--- src/hdl/pwl_pkg.sv ---
// ----------------------------------------------------------------------------
// pwl_pkg
// Shared types and constants for the piecewise-linear curve evaluator.
// ----------------------------------------------------------------------------
package pwl_pkg;

   // Default sizes of the breakpoint table and of one Q8.16 value
   localparam int MAX_POINTS_DEF  = 16;
   localparam int VALUE_WIDTH_DEF = 24;

   // Fixed field widths
   localparam int COUNT_W = 5;   // point_count register
   localparam int SLOT_W  = 4;   // point_index field
   localparam int SEG_W   = 4;   // segment field

   // Item kind carried in req_tuser
   localparam logic ACT_LOAD = 1'b0;
   localparam logic ACT_EVAL = 1'b1;

   // Sequencer states
   typedef enum logic [2:0] {
      ST_IDLE,
      ST_READ,
      ST_CHECK,
      ST_DIV,
      ST_FINISH
   } state_type;

   // Commands from sequencer to datapath
   typedef struct packed {
      logic             load_sample;
      logic             table_write;
      logic             rd_en;
      logic             capture_prev;
      logic             div_start;
      logic             div_step;
      logic             out_load;
      logic             out_below;
      logic             out_beyond;
      logic [SEG_W-1:0] segment;
   } cmd_type;

   // Status from datapath to sequencer
   typedef struct packed {
      logic sample_lt_x;
      logic out_free;
   } status_type;

endpackage

--- src/hdl/piecewise_linear_curve_eval.sv ---
// ----------------------------------------------------------------------------
// piecewise_linear_curve_eval
// Piecewise-linear curve evaluator over a table of signed Q8.16 breakpoints.
// ----------------------------------------------------------------------------
// A load item (tuser 0) writes one breakpoint and is taken from the idle state.
// An evaluate item (tuser 1) reads the table one entry at a time, through a
// read state and a check state per breakpoint examined, then runs a
// shift-subtract divider at one bit per cycle when the sample falls inside a
// segment. The result then waits in the finish state until the result
// register is free; no new item is taken before the evaluate is finished.
// The breakpoint memory read port sets the search pace.
// Load slots not yet written read back as garbage; load every slot in use
// before evaluating and write point_count only while the block is idle.
module piecewise_linear_curve_eval #(
   parameter int MAX_POINTS  = pwl_pkg::MAX_POINTS_DEF,
   parameter int VALUE_WIDTH = pwl_pkg::VALUE_WIDTH_DEF
) (
   input  logic                                    clock,
   input  logic                                    reset,
   // req_tdata: point_index, point_x, point_y, sample (lowest bits first)
   input  logic                                    req_tvalid,
   output logic                                    req_tready,
   input  logic [((pwl_pkg::SLOT_W + 3 * VALUE_WIDTH + 7) / 8) * 8 - 1:0] req_tdata,
   // req_tuser: action
   input  logic                                    req_tuser,
   // rsp_tdata: value, segment (lowest bits first)
   output logic                                    rsp_tvalid,
   input  logic                                    rsp_tready,
   output logic [((VALUE_WIDTH + pwl_pkg::SEG_W + 7) / 8) * 8 - 1:0] rsp_tdata,
   // rsp_tuser: below_first, beyond_last
   output logic [1:0]                              rsp_tuser,
   // point_count write
   input  logic                                    csr_valid,
   output logic                                    csr_ready,
   input  logic [pwl_pkg::COUNT_W-1:0]             csr_data
);

   pwl_pkg::cmd_type                cmd;
   pwl_pkg::status_type             status;
   logic [$clog2(MAX_POINTS)-1:0]   rd_addr;
   logic [$clog2(MAX_POINTS)-1:0]   last_index;

   // Sequencer
   pwl_ctrl #(
      .MAX_POINTS  (MAX_POINTS),
      .VALUE_WIDTH (VALUE_WIDTH)
   ) u_ctrl (
      .clock      (clock),
      .reset      (reset),
      .req_tvalid (req_tvalid),
      .req_tready (req_tready),
      .req_tuser  (req_tuser),
      .last_index (last_index),
      .status     (status),
      .rd_addr    (rd_addr),
      .cmd        (cmd)
   );

   // Datapath
   pwl_dpath #(
      .MAX_POINTS  (MAX_POINTS),
      .VALUE_WIDTH (VALUE_WIDTH)
   ) u_dpath (
      .clock      (clock),
      .reset      (reset),
      .req_tdata  (req_tdata),
      .csr_valid  (csr_valid),
      .csr_ready  (csr_ready),
      .csr_data   (csr_data),
      .rsp_tvalid (rsp_tvalid),
      .rsp_tready (rsp_tready),
      .rsp_tdata  (rsp_tdata),
      .rsp_tuser  (rsp_tuser),
      .cmd        (cmd),
      .rd_addr    (rd_addr),
      .status     (status),
      .last_index (last_index)
   );

endmodule

--- src/hdl/pwl_ctrl.sv ---
// ----------------------------------------------------------------------------
// pwl_ctrl
// Sequencer: accepts items, walks the breakpoint table, runs the divider and
// hands the result to the output register.
// ----------------------------------------------------------------------------
module pwl_ctrl #(
   parameter int MAX_POINTS  = pwl_pkg::MAX_POINTS_DEF,
   parameter int VALUE_WIDTH = pwl_pkg::VALUE_WIDTH_DEF
) (
   input  logic                          clock,
   input  logic                          reset,
   input  logic                          req_tvalid,
   output logic                          req_tready,
   input  logic                          req_tuser,
   input  logic [$clog2(MAX_POINTS)-1:0] last_index,
   input  pwl_pkg::status_type           status,
   output logic [$clog2(MAX_POINTS)-1:0] rd_addr,
   output pwl_pkg::cmd_type              cmd
);

   localparam int IDX_W  = $clog2(MAX_POINTS);
   localparam int BIT_W  = $clog2(VALUE_WIDTH);
   localparam int WIDE_W = (IDX_W + 1 > pwl_pkg::COUNT_W) ? IDX_W + 1 : pwl_pkg::COUNT_W;

   pwl_pkg::state_type         state_ff, state_in;
   logic [IDX_W-1:0]           idx_ff, idx_in;
   logic [BIT_W-1:0]           bit_ff, bit_in;
   logic [pwl_pkg::SEG_W-1:0]  seg_ff, seg_in;
   logic                       below_ff, below_in;
   logic                       beyond_ff, beyond_in;
   logic [WIDE_W-1:0]          idx_wide;

   // State and sequencing registers
   always_ff @(posedge clock) begin
      if (reset) begin
         state_ff  <= pwl_pkg::ST_IDLE;
         idx_ff    <= '0;
         bit_ff    <= '0;
         seg_ff    <= '0;
         below_ff  <= 1'b0;
         beyond_ff <= 1'b0;
      end else begin
         state_ff  <= state_in;
         idx_ff    <= idx_in;
         bit_ff    <= bit_in;
         seg_ff    <= seg_in;
         below_ff  <= below_in;
         beyond_ff <= beyond_in;
      end
   end

   assign idx_wide = WIDE_W'(idx_ff);
   assign rd_addr  = idx_ff;

   // Next state and commands
   always_comb begin
      state_in   = state_ff;
      idx_in     = idx_ff;
      bit_in     = bit_ff;
      seg_in     = seg_ff;
      below_in   = below_ff;
      beyond_in  = beyond_ff;
      req_tready = 1'b0;
      cmd        = '0;
      cmd.segment    = seg_ff;
      cmd.out_below  = below_ff;
      cmd.out_beyond = beyond_ff;
      case (state_ff)
         pwl_pkg::ST_IDLE: begin
            req_tready = 1'b1;
            if (req_tvalid) begin
               if (req_tuser == pwl_pkg::ACT_EVAL) begin
                  cmd.load_sample = 1'b1;
                  idx_in          = '0;
                  state_in        = pwl_pkg::ST_READ;
               end else begin
                  cmd.table_write = 1'b1;
               end
            end
         end
         pwl_pkg::ST_READ: begin
            cmd.rd_en = 1'b1;
            state_in  = pwl_pkg::ST_CHECK;
         end
         pwl_pkg::ST_CHECK: begin
            if (status.sample_lt_x && idx_ff == '0) begin
               // below the first breakpoint
               cmd.capture_prev = 1'b1;
               below_in         = 1'b1;
               beyond_in        = 1'b0;
               seg_in           = '0;
               state_in         = pwl_pkg::ST_FINISH;
            end else if (status.sample_lt_x) begin
               // segment found: lower point is the previous entry
               cmd.div_start = 1'b1;
               below_in      = 1'b0;
               beyond_in     = 1'b0;
               seg_in        = pwl_pkg::SEG_W'(idx_wide - WIDE_W'(1));
               bit_in        = '0;
               state_in      = pwl_pkg::ST_DIV;
            end else if (idx_ff == last_index) begin
               // at or past the last breakpoint in use
               cmd.capture_prev = 1'b1;
               below_in         = 1'b0;
               beyond_in        = 1'b1;
               seg_in           = pwl_pkg::SEG_W'(idx_wide);
               state_in         = pwl_pkg::ST_FINISH;
            end else begin
               cmd.capture_prev = 1'b1;
               idx_in           = idx_ff + IDX_W'(1);
               state_in         = pwl_pkg::ST_READ;
            end
         end
         pwl_pkg::ST_DIV: begin
            cmd.div_step = 1'b1;
            bit_in       = bit_ff + BIT_W'(1);
            if (bit_ff == BIT_W'(VALUE_WIDTH - 1)) begin
               state_in = pwl_pkg::ST_FINISH;
            end
         end
         pwl_pkg::ST_FINISH: begin
            if (status.out_free) begin
               cmd.out_load = 1'b1;
               state_in     = pwl_pkg::ST_IDLE;
            end
         end
         default: begin
            state_in = pwl_pkg::ST_IDLE;
         end
      endcase
   end

endmodule

--- src/hdl/pwl_dpath.sv ---
// ----------------------------------------------------------------------------
// pwl_dpath
// Datapath: breakpoint memories, point count register, sample compare,
// serial scaled divider and the result register.
// ----------------------------------------------------------------------------
module pwl_dpath #(
   parameter int MAX_POINTS  = pwl_pkg::MAX_POINTS_DEF,
   parameter int VALUE_WIDTH = pwl_pkg::VALUE_WIDTH_DEF
) (
   input  logic                                    clock,
   input  logic                                    reset,
   input  logic [((pwl_pkg::SLOT_W + 3 * VALUE_WIDTH + 7) / 8) * 8 - 1:0] req_tdata,
   input  logic                                    csr_valid,
   output logic                                    csr_ready,
   input  logic [pwl_pkg::COUNT_W-1:0]             csr_data,
   output logic                                    rsp_tvalid,
   input  logic                                    rsp_tready,
   output logic [((VALUE_WIDTH + pwl_pkg::SEG_W + 7) / 8) * 8 - 1:0] rsp_tdata,
   output logic [1:0]                              rsp_tuser,
   input  pwl_pkg::cmd_type                        cmd,
   input  logic [$clog2(MAX_POINTS)-1:0]           rd_addr,
   output pwl_pkg::status_type                     status,
   output logic [$clog2(MAX_POINTS)-1:0]           last_index
);

   localparam int VW     = VALUE_WIDTH;
   localparam int IDX_W  = $clog2(MAX_POINTS);
   localparam int WIDE_W = (IDX_W + 1 > pwl_pkg::COUNT_W) ? IDX_W + 1 : pwl_pkg::COUNT_W;
   localparam int RSP_W  = ((VW + pwl_pkg::SEG_W + 7) / 8) * 8;
   localparam int X_LO   = pwl_pkg::SLOT_W;
   localparam int Y_LO   = pwl_pkg::SLOT_W + VW;
   localparam int S_LO   = pwl_pkg::SLOT_W + 2 * VW;

   // Input fields
   logic [pwl_pkg::SLOT_W-1:0] pt_index;
   logic signed [VW-1:0]       pt_x, pt_y, pt_sample;

   assign pt_index  = req_tdata[pwl_pkg::SLOT_W-1:0];
   assign pt_x      = req_tdata[X_LO +: VW];
   assign pt_y      = req_tdata[Y_LO +: VW];
   assign pt_sample = req_tdata[S_LO +: VW];

   // Point count register, always ready
   logic [pwl_pkg::COUNT_W-1:0] count_ff;
   logic [WIDE_W-1:0]           count_w, n_w;

   assign csr_ready = 1'b1;

   always_ff @(posedge clock) begin
      if (reset) begin
         count_ff <= pwl_pkg::COUNT_W'(1);
      end else if (csr_valid) begin
         count_ff <= csr_data;
      end
   end

   // Breakpoints in use: zero counts as one, clamp to table depth
   always_comb begin
      count_w = WIDE_W'(count_ff);
      n_w     = (count_w == '0) ? WIDE_W'(1) : count_w;
      if (n_w > WIDE_W'(MAX_POINTS)) begin
         n_w = WIDE_W'(MAX_POINTS);
      end
   end

   assign last_index = IDX_W'(n_w - WIDE_W'(1));

   // Breakpoint memories, one write and one registered read per cycle
   logic signed [VW-1:0] break_x_mem [MAX_POINTS];
   logic signed [VW-1:0] break_y_mem [MAX_POINTS];
   logic signed [VW-1:0] x_rd_ff, y_rd_ff;
   logic                 slot_ok;
   logic [IDX_W-1:0]     wr_addr;

   assign slot_ok = WIDE_W'(pt_index) < WIDE_W'(MAX_POINTS);
   assign wr_addr = IDX_W'(pt_index);

   always_ff @(posedge clock) begin
      if (cmd.table_write && slot_ok) begin
         break_x_mem[wr_addr] <= pt_x;
         break_y_mem[wr_addr] <= pt_y;
      end
      if (cmd.rd_en) begin
         x_rd_ff <= break_x_mem[rd_addr];
         y_rd_ff <= break_y_mem[rd_addr];
      end
   end

   // Sample and lower breakpoint
   logic signed [VW-1:0] sample_ff, x_prev_ff, y_prev_ff;

   always_ff @(posedge clock) begin
      if (cmd.load_sample) begin
         sample_ff <= pt_sample;
      end
      if (cmd.capture_prev) begin
         x_prev_ff <= x_rd_ff;
         y_prev_ff <= y_rd_ff;
      end
   end

   assign status.sample_lt_x = sample_ff < x_rd_ff;

   // Segment set-up: offset, width and rise of the segment
   logic [VW:0] num_w, den_w, dy_w, mag_w;

   assign num_w = {sample_ff[VW-1], sample_ff} - {x_prev_ff[VW-1], x_prev_ff};
   assign den_w = {x_rd_ff[VW-1], x_rd_ff} - {x_prev_ff[VW-1], x_prev_ff};
   assign dy_w  = {y_rd_ff[VW-1], y_rd_ff} - {y_prev_ff[VW-1], y_prev_ff};
   assign mag_w = dy_w[VW] ? (~dy_w + (VW + 1)'(1)) : dy_w;

   // Serial divider: floor(num * mag / den), one bit of mag per cycle
   logic [VW-1:0]   num_ff, den_ff, mag_ff, q_ff, rem_ff;
   logic            neg_ff;
   logic [VW+1:0]   r2_w, d1_w, d2_w, rem_next_w;
   logic [1:0]      k_w;
   logic [VW:0]     q_next_w;

   assign d1_w = {2'b00, den_ff};
   assign d2_w = {1'b0, den_ff, 1'b0};
   assign r2_w = {1'b0, rem_ff, 1'b0} + (mag_ff[VW-1] ? {2'b00, num_ff} : '0);

   always_comb begin
      if (r2_w >= d2_w) begin
         k_w        = 2'd2;
         rem_next_w = r2_w - d2_w;
      end else if (r2_w >= d1_w) begin
         k_w        = 2'd1;
         rem_next_w = r2_w - d1_w;
      end else begin
         k_w        = 2'd0;
         rem_next_w = r2_w;
      end
   end

   assign q_next_w = {q_ff, 1'b0} + (VW + 1)'(k_w);

   always_ff @(posedge clock) begin
      if (cmd.div_start) begin
         num_ff <= num_w[VW-1:0];
         den_ff <= den_w[VW-1:0];
         mag_ff <= mag_w[VW-1:0];
         neg_ff <= dy_w[VW];
         q_ff   <= '0;
         rem_ff <= '0;
      end else if (cmd.div_step) begin
         mag_ff <= {mag_ff[VW-2:0], 1'b0};
         q_ff   <= q_next_w[VW-1:0];
         rem_ff <= rem_next_w[VW-1:0];
      end
   end

   // Result: y0 moved towards y1 by the quotient; stays between them
   logic [VW:0]   interp_w;
   logic [VW-1:0] value_w;

   assign interp_w = neg_ff ? ({y_prev_ff[VW-1], y_prev_ff} - {1'b0, q_ff})
                            : ({y_prev_ff[VW-1], y_prev_ff} + {1'b0, q_ff});
   assign value_w  = (cmd.out_below || cmd.out_beyond) ? y_prev_ff : interp_w[VW-1:0];

   // Output register
   logic                      rsp_valid_ff;
   logic [VW-1:0]             value_ff;
   logic [pwl_pkg::SEG_W-1:0] seg_ff;
   logic                      below_ff, beyond_ff;

   assign status.out_free = !rsp_valid_ff || rsp_tready;

   always_ff @(posedge clock) begin
      if (reset) begin
         rsp_valid_ff <= 1'b0;
      end else if (cmd.out_load) begin
         rsp_valid_ff <= 1'b1;
      end else if (rsp_tready) begin
         rsp_valid_ff <= 1'b0;
      end
   end

   always_ff @(posedge clock) begin
      if (cmd.out_load) begin
         value_ff  <= value_w;
         seg_ff    <= cmd.segment;
         below_ff  <= cmd.out_below;
         beyond_ff <= cmd.out_beyond;
      end
   end

   assign rsp_tvalid = rsp_valid_ff;
   assign rsp_tdata  = RSP_W'({seg_ff, value_ff});
   assign rsp_tuser  = {beyond_ff, below_ff};

   // Checks
   a_load_when_free: assert property (@(posedge clock) disable iff (reset)
      cmd.out_load |-> (!rsp_valid_ff || rsp_tready))
      else $error("result loaded over an untaken result");

   a_offset_in_segment: assert property (@(posedge clock) disable iff (reset)
      cmd.div_start |-> (!num_w[VW] && !den_w[VW] && num_w < den_w))
      else $error("sample outside the selected segment");

   a_rem_below_den: assert property (@(posedge clock) disable iff (reset)
      $past(cmd.div_step) |-> rem_ff < den_ff)
      else $error("divider remainder not below divisor");

endmodule
--- config.mk ---
export PLATFORM = sky130hd
export DESIGN_NAME = piecewise_linear_curve_eval
export DESIGN_NICKNAME = d
export VERILOG_FILES = /design/src/hdl/pwl_pkg.sv /design/src/hdl/piecewise_linear_curve_eval.sv /design/src/hdl/pwl_ctrl.sv /design/src/hdl/pwl_dpath.sv
export SDC_FILE = /design/constraint.sdc
export NUM_CORES = 1
export LEC_CHECK = 0
export ABC_CLOCK_PERIOD_IN_PS = 7050
export BUFFER_PORTS_ARGS = -buffer_cell sky130_fd_sc_hd__buf_2
export CORE_UTILIZATION = 57
export CTS_BUF_LIST = sky130_fd_sc_hd__clkbuf_16
export DETAILED_ROUTE_END_ITERATION = 12
export GPL_TIMING_DRIVEN = 1
export PLACE_DENSITY = 0.74
export SETUP_SLACK_MARGIN = 0.3
export SYNTH_ARGS = -nofsm -noshare
export SYNTH_HDL_FRONTEND = slang
export SYNTH_HIERARCHICAL = 1
export SYNTH_SLANG_ARGS = --single-unit
--- constraint.sdc ---
create_clock -name clock -period 7.05 [get_ports clock]
set_input_delay 1.41 -clock clock [delete_from_list [all_inputs] [get_ports clock]]
set_output_delay 1.41 -clock clock [all_outputs]
set_load 0.01 [all_outputs]
# Yosys cells after proc, flatten, opt, wreduce, memory -nomap -nowiden
# Memories as Yosys holds them, arrays and structs flattened. A register that Yosys moved wholly into a read port is not among the register bits.
# Cells that the tools add are included.
# word_totals
register_bits	247
latchBits	0
mem_bits_rw	768
mem_bits_ro	0
out_inout_bits	37
word_cells	128
n_memories	2
# memory_table
memory	depth	word_bits	read_ports	rd_ports_with_merged_regs	write_ports	line	text
u_dpath.break_x_mem	16	24	1	1	1	pwl_dpath.sv:69	logic signed [VW-1:0] break_x_mem [MAX_POINTS];
u_dpath.break_y_mem	16	24	1	1	1	pwl_dpath.sv:70	logic signed [VW-1:0] break_y_mem [MAX_POINTS];
# op_classes
add_sub_neg	14
multipliers	0
div	0
n_lt_le_gt_ge	4
eq_ne	14
shift	0
n_mux	56
bitwise_logic	1
reduce_logical	16
# op_table
cell	count
$mux W24	8
$sub A24 B24 Y24	5
$mux W4	9
$add A25 B24 Y26	1
$ge A26 B24 Y1	1
$ge A26 B25 Y1	1
$sub A24 B24 Y25	1
$add A24 B1 Y24 const B	1
$add A24 B2 Y24	1
$add A24 B24 Y24	1
$lt A24 B24 Y1	1
$not A24 Y24	1
$mux W1	22
$mux W3	7
$mux W5	3
$pmux W3 S5	1
$ne A2 B2 Y1 const B	6
$pmux W5 S2	1
$mux W2	4
$pmux W4 S2	1
$reduce_bool A2 Y1	4
$sub A4 B1 Y4 const B	2
$eq A3 B2 Y1 const B	2
$reduce_and A6 Y1	1
18 further kinds	20

# Logic depth before layout (Yosys ltp)
# Gate-level depths: netlist of the first run.
# logic_depth
depth_word	10
ltp_mapped	32
mapped_depth_nobuf	29

# Hierarchy
# Netlist of the first run, hierarchy kept.
# by_module_without_submodules
module	n_inst	cells_per_inst	area_per_inst_um2	seq_area_each_um2
pwl_dpath	1	3143	48332.6	30839.6
pwl_ctrl	1	143	1127.3	360.3

# Least setup slack after synthesis of the first run
# No wires, ideal clock.
# synth_timing
kind	input to register
from	input req_tuser
to	memory u_dpath/break_x_mem[0][0] (netlist name) (enable)
setup_time_ps	513
arrival_time_ps	5645
t_required_ps	6537
path_slack_ps	892
stages	3
n_path_buf	0
cell_sequence	nor4b_1 -> or3b_2 -> nor3_1
# synth_via
elab_chain_len	5
# synth_rtl
item	line	text
start, declared	piecewise_linear_curve_eval.sv:25	input logic req_tuser,
$mux W1	pwl_ctrl.sv:72	if (req_tuser == pwl_pkg::ACT_EVAL) begin
$mux W2	pwl_ctrl.sv:71	if (req_tvalid) begin
$mux W2	pwl_ctrl.sv:68	case (state_ff)
$mux W1	pwl_dpath.sv:79	if (cmd.table_write && slot_ok) begin
$mux W1 (not written as such)	pwl_dpath.sv:80	break_x_mem[wr_addr] <= pt_x;
end, declared	pwl_dpath.sv:69	
# Every way passes these cells.

# Final worst setup path of the first run
# layout_timing
from	register u_dpath.mag_ff[23]
to	register u_dpath.q_ff[19]
# layout_via
elab_chain_len	6
# layout_rtl
item	line	text
start, declared	pwl_dpath.sv:113	logic [VW-1:0] num_ff, den_ff, mag_ff, q_ff, rem_ff;
start signal, assigned	pwl_dpath.sv:142	mag_ff <= mag_w[VW-1:0];
start signal, assigned	pwl_dpath.sv:147	mag_ff <= {mag_ff[VW-2:0], 1'b0};
$mux W24 (*)	pwl_dpath.sv:121	assign r2_w = {1'b0, rem_ff, 1'b0} + (mag_ff[VW-1] ? {2'b00, num_ff} : '0);
$add A25 B24 Y26 (*)	pwl_dpath.sv:121	
$ge A26 B24 Y1	pwl_dpath.sv:127	end else if (r2_w >= d1_w) begin
$mux W1	pwl_dpath.sv:127	
$mux W2 (*)	pwl_dpath.sv:124	if (r2_w >= d2_w) begin
$add A24 B2 Y24 (*)	pwl_dpath.sv:136	assign q_next_w = {q_ff, 1'b0} + (VW + 1)'(k_w);
end signal, assigned	pwl_dpath.sv:148	q_ff <= q_next_w[VW-1:0];
end, declared	pwl_dpath.sv:113	
# Every way passes the cells marked *; elsewhere a longest branch is shown, timed or not.
# A chain may end at the register's enable or synchronous reset.

==> impl_metrics.prom, run 1 <==
# TYPE chip_impl_metric gauge
chip_impl_info{name="hold_removal_path_class",value="reg -> reg"} 1
chip_impl_metric{name="timing.clock.skew",unit="ns"} 0.0594
chip_impl_metric{name="globalRouteOverflowTotal",unit=""} 0
chip_impl_metric{name="clkTransAtPathRegs",unit="ns"} 0.07
chip_impl_info{name="path_common_cell",value="a21oi_1"} 1
chip_impl_metric{name="ys.warnings.count",unit=""} 6
chip_impl_metric{name="total_power_density_per_cell_area",unit="nW/um^2"} 316
chip_impl_metric{name="die_w",unit="um"} 297
chip_impl_metric{name="ant_nets",unit=""} 0
chip_impl_metric{name="io_buffer_count",unit=""} 118
chip_impl_metric{name="final-instance-count-excl-fill",unit=""} 4662
chip_impl_info{name="synthTopCellsByCount",value="991 x edfxtp_1, 240 x mux4_2, 195 x ha_1, 194 x a21oi_1, 188 x nor2_1"} 1
chip_impl_info{name="rsz0062_at_grt",value="no"} 1
chip_impl_metric{name="floorplan.io_pins",unit=""} 128
chip_impl_metric{name="clock_tree.buffer_depth",unit=""} 3
chip_impl_metric{name="totalWireLength",unit="mm"} 117
chip_impl_metric{name="fmax",unit="MHz"} 158
chip_impl_metric{name="finalCriticalPeriod",unit="ns"} 6.31
chip_impl_info{name="synth_top_cells_by_area",value="edfxtp_1 60%, mux4_2 11%, ha_1 4.9%"} 1
chip_impl_metric{name="final_net_count",unit=""} 3720
chip_impl_metric{name="globalplace.congestion",unit=""} 0.935
chip_impl_info{name="worstSetupEndpointType",value="flop"} 1
chip_impl_info{name="critPathLaunchType",value="flop"} 1
chip_impl_metric{name="dp.final_hpwl",unit="mm"} 70.1
chip_impl_metric{name="synth_seq_cells",unit=""} 1063
chip_impl_metric{name="fp-row-count",unit=""} 107
chip_impl_metric{name="finalSetupViolCount",unit=""} 0
chip_impl_metric{name="yosysSeqAreaShare",unit="%"} 63.1
chip_impl_info{name="clockRootBuffer",value="clkbuf_16"} 1
chip_impl_metric{name="layout-drive-gt1-share",unit="%"} 17.5
chip_impl_metric{name="max_cap_violations",unit=""} 0
chip_impl_metric{name="crit_fanout",unit=""} 10
chip_impl_metric{name="cts_hold_buf",unit=""} 0
chip_impl_metric{name="worst_slew_margin_rel",unit="%"} 18.9
chip_impl_metric{name="drcViolationCount",unit=""} 0
chip_impl_info{name="outcome",value="finished clean"} 1
chip_impl_metric{name="routed-via-count",unit=""} 29300
chip_impl_metric{name="max-vdd-ir-drop",unit="V"} 0.000273
chip_impl_metric{name="start_util",unit="%"} 57.8
chip_impl_metric{name="cts_buffers",unit=""} 102
chip_impl_metric{name="worstMarginPinSlew",unit="ns"} 1.22
chip_impl_metric{name="final-hold-violation-count",unit=""} 0
chip_impl_metric{name="cell_count_post_placement",unit=""} 4463
chip_impl_metric{name="die_height",unit="um"} 297
chip_impl_metric{name="detailedRoute.firstIterationViolations",unit=""} 2727
chip_impl_metric{name="grt_antenna_before_repair",unit=""} 19
chip_impl_metric{name="tritoncts_num_sinks",unit=""} 1063
chip_impl_metric{name="grt.total_usage",unit="%"} 26.8
chip_impl_metric{name="maximum_number_of_pins_on_one_net_before_global_route_repair",unit=""} 149
chip_impl_info{name="worst_path_max_delay_cell",value="fa_1"} 1
chip_impl_metric{name="post_dr_vias_cell",unit=""} 6.28
chip_impl_metric{name="clock_latency_late_sink",unit="ns"} 0.69
chip_impl_metric{name="cts_htree_levels",unit=""} 3
chip_impl_metric{name="power_leakage",unit="nW"} 19.0
chip_impl_metric{name="critPathRequiredTime",unit="ns"} 7.58
chip_impl_metric{name="core-area",unit="sq um"} 85500
chip_impl_metric{name="syn_to_final_growth",unit="%"} 10.9
chip_impl_metric{name="report.final.slew_viol_count",unit=""} 0
chip_impl_metric{name="slowest_delay",unit="ns"} 0.42
chip_impl_metric{name="post_synth_instance_area",unit="sq um"} 49500
chip_impl_metric{name="avgSynthCellArea",unit="sq um"} 15.1
chip_impl_metric{name="crit_arrival",unit="ns"} 6.84
chip_impl_info{name="synth_top_flop_cell",value="edfxtp_1"} 1
chip_impl_info{name="cts_tree",value="built"} 1
chip_impl_info{name="yosysMostFrequentCell",value="edfxtp_1"} 1
chip_impl_metric{name="synth.lib_cells_used.distinct",unit=""} 88
chip_impl_info{name="timing.setup.critical_path_class",value="reg -> reg"} 1
chip_impl_metric{name="fin_crit_sh",unit="%"} 89.6
chip_impl_metric{name="syn-instance-count",unit=""} 3286
chip_impl_metric{name="drt_first_pass_iters",unit=""} 6
chip_impl_metric{name="number_of_enable_flip_flop_cells_after_synthesis",unit=""} 991
chip_impl_metric{name="post_drt_wl_per_cell",unit="um"} 25.0
chip_impl_info{name="netlist.top_cell.by_area",value="edfxtp_1"} 1
chip_impl_metric{name="fp.dieArea",unit="sq um"} 88000
chip_impl_metric{name="timing.setup.tns",unit="ns"} 0
chip_impl_metric{name="grt_pass1_wl",unit="mm"} 175
chip_impl_metric{name="synth_async_sr_flop_share",unit="%"} 0
chip_impl_metric{name="yosys.area.top_type_share",unit="%"} 60.2
chip_impl_metric{name="first_global_vias",unit=""} 29400
[critical path: cells and delay by family, from the launching register on]
family	cells	cell delay, ns
AO/OA/AOI/OAI	11	2.23
XOR/XNOR	2	0.53
adder cells (fa/ha/maj)	5	1.36
buffers and inverters	3	0.34
flip-flops	1	0.34
AND/OR/NAND/NOR	7	1.36
[area by class of cell]
class	instances	area, sq um
inverters	160	601
diodes	5	12.5
clock buffers	103	2580
flip-flops and latches	1063	31200
multi-input cells	1934	17300
well taps	1144	1430
clock inverters	87	753
repair buffers	166	976
fillers	5896	30700
[cell families after synthesis]
family	Yosys count	share of synthesized area, %
AO/OA/AOI/OAI	608	8.01
XOR/XNOR	198	3.51
adder cells (fa/ha/maj)	202	5.22
buffers and inverters	292	2.30
flip-flops	1063	63.1
multiplexers	262	11.4
other	2	0.0152
AND/OR/NAND/NOR	659	6.46
[stage by stage]
stage	setup slack [ns]	cell area [sq um]	utilization (%)	power [W]	hold WS [ns]
after floorplan	0.892	49500	-	0.0109	0.402
after global placement	0.390	51500	60.2	0.0118	0.420
after detailed placement	0.327	51500	60.2	0.0120	0.416
after CTS	0.413	54800	64.1	0.0174	0.430
after global routing	0.324	54900	64.1	0.0181	0.446
final	0.736	54900	64.1	0.0174	0.430
[routing by layer]
layer	up-vias	part of all wire [%]	global-route usage, %	wire, um
li1	13100	-	-	-
met1	14700	40	34.9	46300
met2	1256	50	45.5	58000
met3	257	7.1	4.18	8240
met4	20	3.4	10.0	3950
met5	-	0.12	0	137
[power breakdown]
| part | switching (W) | total [W] | internal (W) |
|---|---|---|---|
| logic | 0.00265 | 0.00448 | 0.00182 |
| clock network | 0.00237 | 0.00541 | 0.00304 |
| registers | 0.000254 | 0.00748 | 0.00722 |
[registers in the layout, indices dropped and copies added, names as in the netlist, 24 cells and up]
signal               count
u_dpath/q_ff            24
u_dpath/value_ff        24
u_dpath/den_ff          24
u_dpath/sample_ff       24
u_dpath/break_x_mem    384
u_dpath/num_ff          24
u_dpath/break_y_mem    384
u_dpath/y_rd_ff         24
u_dpath/mag_ff          24
u_dpath/y_prev_ff       24
u_dpath/rem_ff          24
u_dpath/x_rd_ff         24
u_dpath/x_prev_ff       24
[cells in the final DEF (no fill, tap or decap), types with 26 or more instances in the layout]
cell,instances
nor3_1,67
edfxtp_1,991
nor2_1,173
and2_1,36
inv_1,180
mux4_2,240
o21ai_0,90
clkbuf_16,103
a21oi_1,194
nand2_1,148
dfxtp_1,68
nand3_1,52
xor2_1,68
buf_2,118
ha_1,195
and3_1,26
a21o_1,60
o21a_1,31
nand2b_1,33
buf_4,46
xnor2_1,128
a211oi_1,58
[path summary, 6_finish.rpt]
| kind | start | endpoint | slack (ns) | depth (start not counted) |
|---|---|---|---|---|
| max | u_dpath/mag_ff[23]$_DFFE_PP_ | u_dpath/q_ff[19]$_SDFFE_PP0P_ | 0.74 | 28 |
| min | u_ctrl/seg_ff[2]$_SDFFE_PP0P_ | u_dpath/seg_ff[2]$_DFFE_PP_ | 0.43 | 0 |
| max reg2reg | u_dpath/mag_ff[23]$_DFFE_PP_ | u_dpath/q_ff[19]$_SDFFE_PP0P_ | 0.74 | 28 |
| min reg2reg | u_ctrl/seg_ff[2]$_SDFFE_PP0P_ | u_dpath/seg_ff[2]$_DFFE_PP_ | 0.43 | 0 |
[what timing repair did]
| item | 4_1_cts | 5_1_grt |
|---|---|---|
| setup buffers | 1 | 3 |
| endpoints found under the setup margin | 2 | 7 |
| gates resized for setup | 0 | 5 |
(Power assumes the default switching activity.)
==> inputs of run 2 (changes only) <==
--- a/config.mk
+++ b/config.mk
@@ -7,11 +7,11 @@
 export LEC_CHECK = 0
 export ABC_CLOCK_PERIOD_IN_PS = 7050
 export BUFFER_PORTS_ARGS = -buffer_cell sky130_fd_sc_hd__buf_2
-export CORE_UTILIZATION = 57
+export CORE_ASPECT_RATIO = 1.1
+export CORE_UTILIZATION = 45
 export CTS_BUF_LIST = sky130_fd_sc_hd__clkbuf_16
 export DETAILED_ROUTE_END_ITERATION = 12
 export GPL_TIMING_DRIVEN = 1
-export PLACE_DENSITY = 0.74
 export SETUP_SLACK_MARGIN = 0.3
 export SYNTH_ARGS = -nofsm -noshare
 export SYNTH_HDL_FRONTEND = slang
==> impl_metrics.prom, run 2 (same netlist as run 1, synthesis figures left out) <==
# TYPE chip_impl_metric gauge
chip_impl_info{name="outcome",value="finished clean"} 1
chip_impl_metric{name="routed-via-count",unit=""} 28100
chip_impl_metric{name="use_met2",unit="%"} 34.2
chip_impl_metric{name="cts_htree_levels",unit=""} 3
chip_impl_info{name="cts_tree",value="built"} 1
chip_impl_metric{name="clkTransAtPathRegs",unit="ns"} 0.06
chip_impl_metric{name="dp.final_hpwl",unit="mm"} 69.8
chip_impl_info{name="globalRoute.busiestLayer",value="met2"} 1
chip_impl_metric{name="total_power_density_per_cell_area",unit="nW/um^2"} 311
chip_impl_info{name="largestRegisters",value="u_dpath/break_x_mem (384), u_dpath/break_y_mem (384)"} 1
chip_impl_metric{name="io_buffer_count",unit=""} 118
chip_impl_metric{name="die_w",unit="um"} 318
chip_impl_info{name="critPathLaunchType",value="flop"} 1
chip_impl_metric{name="critPathRequiredTime",unit="ns"} 7.57
chip_impl_metric{name="drt_first_pass_iters",unit=""} 5
chip_impl_metric{name="max-vdd-ir-drop",unit="V"} 0.000196
chip_impl_metric{name="clock_power_share",unit="%"} 31.4
chip_impl_metric{name="slowest_delay",unit="ns"} 0.46
chip_impl_metric{name="tritoncts_num_sinks",unit=""} 1063
chip_impl_info{name="worstSetupEndpointType",value="flop"} 1
chip_impl_metric{name="post_drt_wl_per_cell",unit="um"} 22.4
chip_impl_metric{name="maximum_number_of_pins_on_one_net_before_global_route_repair",unit=""} 115
chip_impl_metric{name="crit_arrival",unit="ns"} 6.78
chip_impl_metric{name="first_global_vias",unit=""} 27800
chip_impl_metric{name="ant_nets",unit=""} 0
chip_impl_metric{name="start_util",unit="%"} 45.4
chip_impl_info{name="rsz0062_at_grt",value="no"} 1
chip_impl_metric{name="post_dr_vias_cell",unit=""} 5.68
chip_impl_metric{name="clock_latency_late_sink",unit="ns"} 0.72
chip_impl_info{name="timing.setup.critical_path_class",value="reg -> reg"} 1
chip_impl_metric{name="final-hold-violation-count",unit=""} 0
chip_impl_metric{name="syn_to_final_growth",unit="%"} 11.8
chip_impl_metric{name="crit_fanout",unit=""} 8
chip_impl_metric{name="worst_slew_margin_rel",unit="%"} 21.9
chip_impl_metric{name="detailedRoute.firstIterationViolations",unit=""} 1881
chip_impl_metric{name="clock_tree.buffer_depth",unit=""} 3
chip_impl_metric{name="floorplan.io_pins",unit=""} 128
chip_impl_info{name="worst_path_max_delay_cell",value="edfxtp_1"} 1
chip_impl_metric{name="cts_buffers",unit=""} 105
chip_impl_info{name="clockRootBuffer",value="clkbuf_16"} 1
chip_impl_info{name="mostFrequentLayoutCells",value="991 x edfxtp_1, 240 x mux4_2, 195 x ha_1"} 1
chip_impl_metric{name="totalWireLength",unit="mm"} 111
chip_impl_metric{name="switching_share",unit="%"} 30.3
chip_impl_metric{name="worstMarginPinSlew",unit="ns"} 1.17
chip_impl_metric{name="cellInternalPower",unit="W"} 0.0120
chip_impl_metric{name="fmax",unit="MHz"} 160
chip_impl_info{name="hold_removal_path_class",value="reg -> reg"} 1
chip_impl_metric{name="finalCoreUtilization",unit="%"} 50.7
chip_impl_metric{name="power.net_switching",unit="W"} 0.00521
chip_impl_metric{name="drcViolationCount",unit=""} 0
chip_impl_info{name="mostFrequentLayoutCell",value="edfxtp_1"} 1
chip_impl_metric{name="layout-drive-gt1-share",unit="%"} 17.6
chip_impl_metric{name="register_share_of_total_power",unit="%"} 43.4
chip_impl_metric{name="grt.total_usage",unit="%"} 19.9
chip_impl_metric{name="grt_pass1_wl",unit="mm"} 168
chip_impl_metric{name="finalCriticalPeriod",unit="ns"} 6.26
chip_impl_metric{name="globalRouteOverflowTotal",unit=""} 0
chip_impl_metric{name="max_cap_violations",unit=""} 0
chip_impl_metric{name="die_height",unit="um"} 350
chip_impl_metric{name="timing.setup.tns",unit="ns"} 0
chip_impl_metric{name="combinational_power_share",unit="%"} 25.2
chip_impl_metric{name="fp.dieArea",unit="sq um"} 111000
chip_impl_info{name="path_common_cell",value="a21oi_1"} 1
chip_impl_metric{name="gr-usage-met3",unit="%"} 2.75
chip_impl_metric{name="met1_usage",unit="%"} 26.6
chip_impl_metric{name="finalSetupViolCount",unit=""} 0
chip_impl_metric{name="timing.clock.skew",unit="ns"} 0.0548
chip_impl_metric{name="grt_antenna_before_repair",unit=""} 20
chip_impl_metric{name="cts_hold_buf",unit=""} 0
chip_impl_metric{name="fin_crit_sh",unit="%"} 88.8
chip_impl_metric{name="power_leakage",unit="nW"} 19.0
chip_impl_metric{name="fp-row-count",unit=""} 127
chip_impl_metric{name="globalplace.congestion",unit=""} 0.893
chip_impl_metric{name="report.final.slew_viol_count",unit=""} 0
chip_impl_metric{name="core-area",unit="sq um"} 109000
chip_impl_metric{name="final_net_count",unit=""} 3722
[run 2: cell count changes in the layout (fill, tap and decap cells not counted), sizes merged]
cell      before  now
diode          5    4
buf          166  165
clkbuf       103  105
clkinv        46   53
clkinvlp       4    7
bufinv        10    6
[run 2: layout make-up]
cell class                 instances  area, sq um
tap                             1419         1780
fill                            9039        53700
inverter                         160          601
timing repair buffer             165          993
multi-input combinational       1934        17300
sequential                      1063        31200
clock inverter                    93          746
antenna                            4         10.0
clock buffer                     105         2630
[run 2: path summary, 6_finish.rpt]
path              slack, ns                     startpoint                            end  depth (start not counted)
setup / recovery       0.79   u_dpath/mag_ff[23]$_DFFE_PP_  u_dpath/q_ff[21]$_SDFFE_PP0P_                         30
hold / removal         0.44  u_ctrl/seg_ff[3]$_SDFFE_PP0P_    u_dpath/seg_ff[3]$_DFFE_PP_                          0
setup reg to reg       0.79   u_dpath/mag_ff[23]$_DFFE_PP_  u_dpath/q_ff[21]$_SDFFE_PP0P_                         30
hold reg to reg        0.44  u_ctrl/seg_ff[3]$_SDFFE_PP0P_    u_dpath/seg_ff[3]$_DFFE_PP_                          0
[run 2: through the flow]
stage	std cells	power [W]	worst slack [ns]	area [sq um]	hold WS (ns)
floorplan	3289	0.0109	0.892	49500	0.402
global placement	4740	0.0119	0.549	51900	0.438
detailed placement	4740	0.0119	0.540	51900	0.427
CTS	4938	0.0173	0.493	55200	0.444
global route	4941	0.0181	0.298	55300	0.451
finish	4943	0.0172	0.789	55300	0.444
[run 2: layer usage]
| layer | wire (um) | part of all wire, % |
|---|---|---|
| met1 | 48700 | 44 |
| met2 | 54900 | 50 |
| met3 | 5030 | 4.5 |
| met4 | 2100 | 1.9 |
| met5 | 97 | 0.087 |
[run 2: timing repair]
item	4_1_cts	5_1_grt
setup endpoints to repair	0	6
buffers inserted	0	1
resized for setup	0	7
[run 2: power groups by stage]
stage                     Combinational [W]  Sequential, W  Clock, W
final                               0.00434        0.00748   0.00540
after floorplan                     0.00339        0.00747         0
after CTS                           0.00431        0.00748   0.00554
after global placement              0.00425        0.00761         0
after detailed placement            0.00427        0.00761         0
after global routing                0.00483        0.00751   0.00576
[run 2: critical path, delay by kind of cell, from the launching register on]
family,cells,cell delay [ns]
DFF,1,0.46
adders and majority gates,5,1.42
and+or+nand+nor,7,1.30
AOI/OAI and AO/OA,13,2.20
xor gates and xnor gates,2,0.34
buffers and inverters,3,0.37
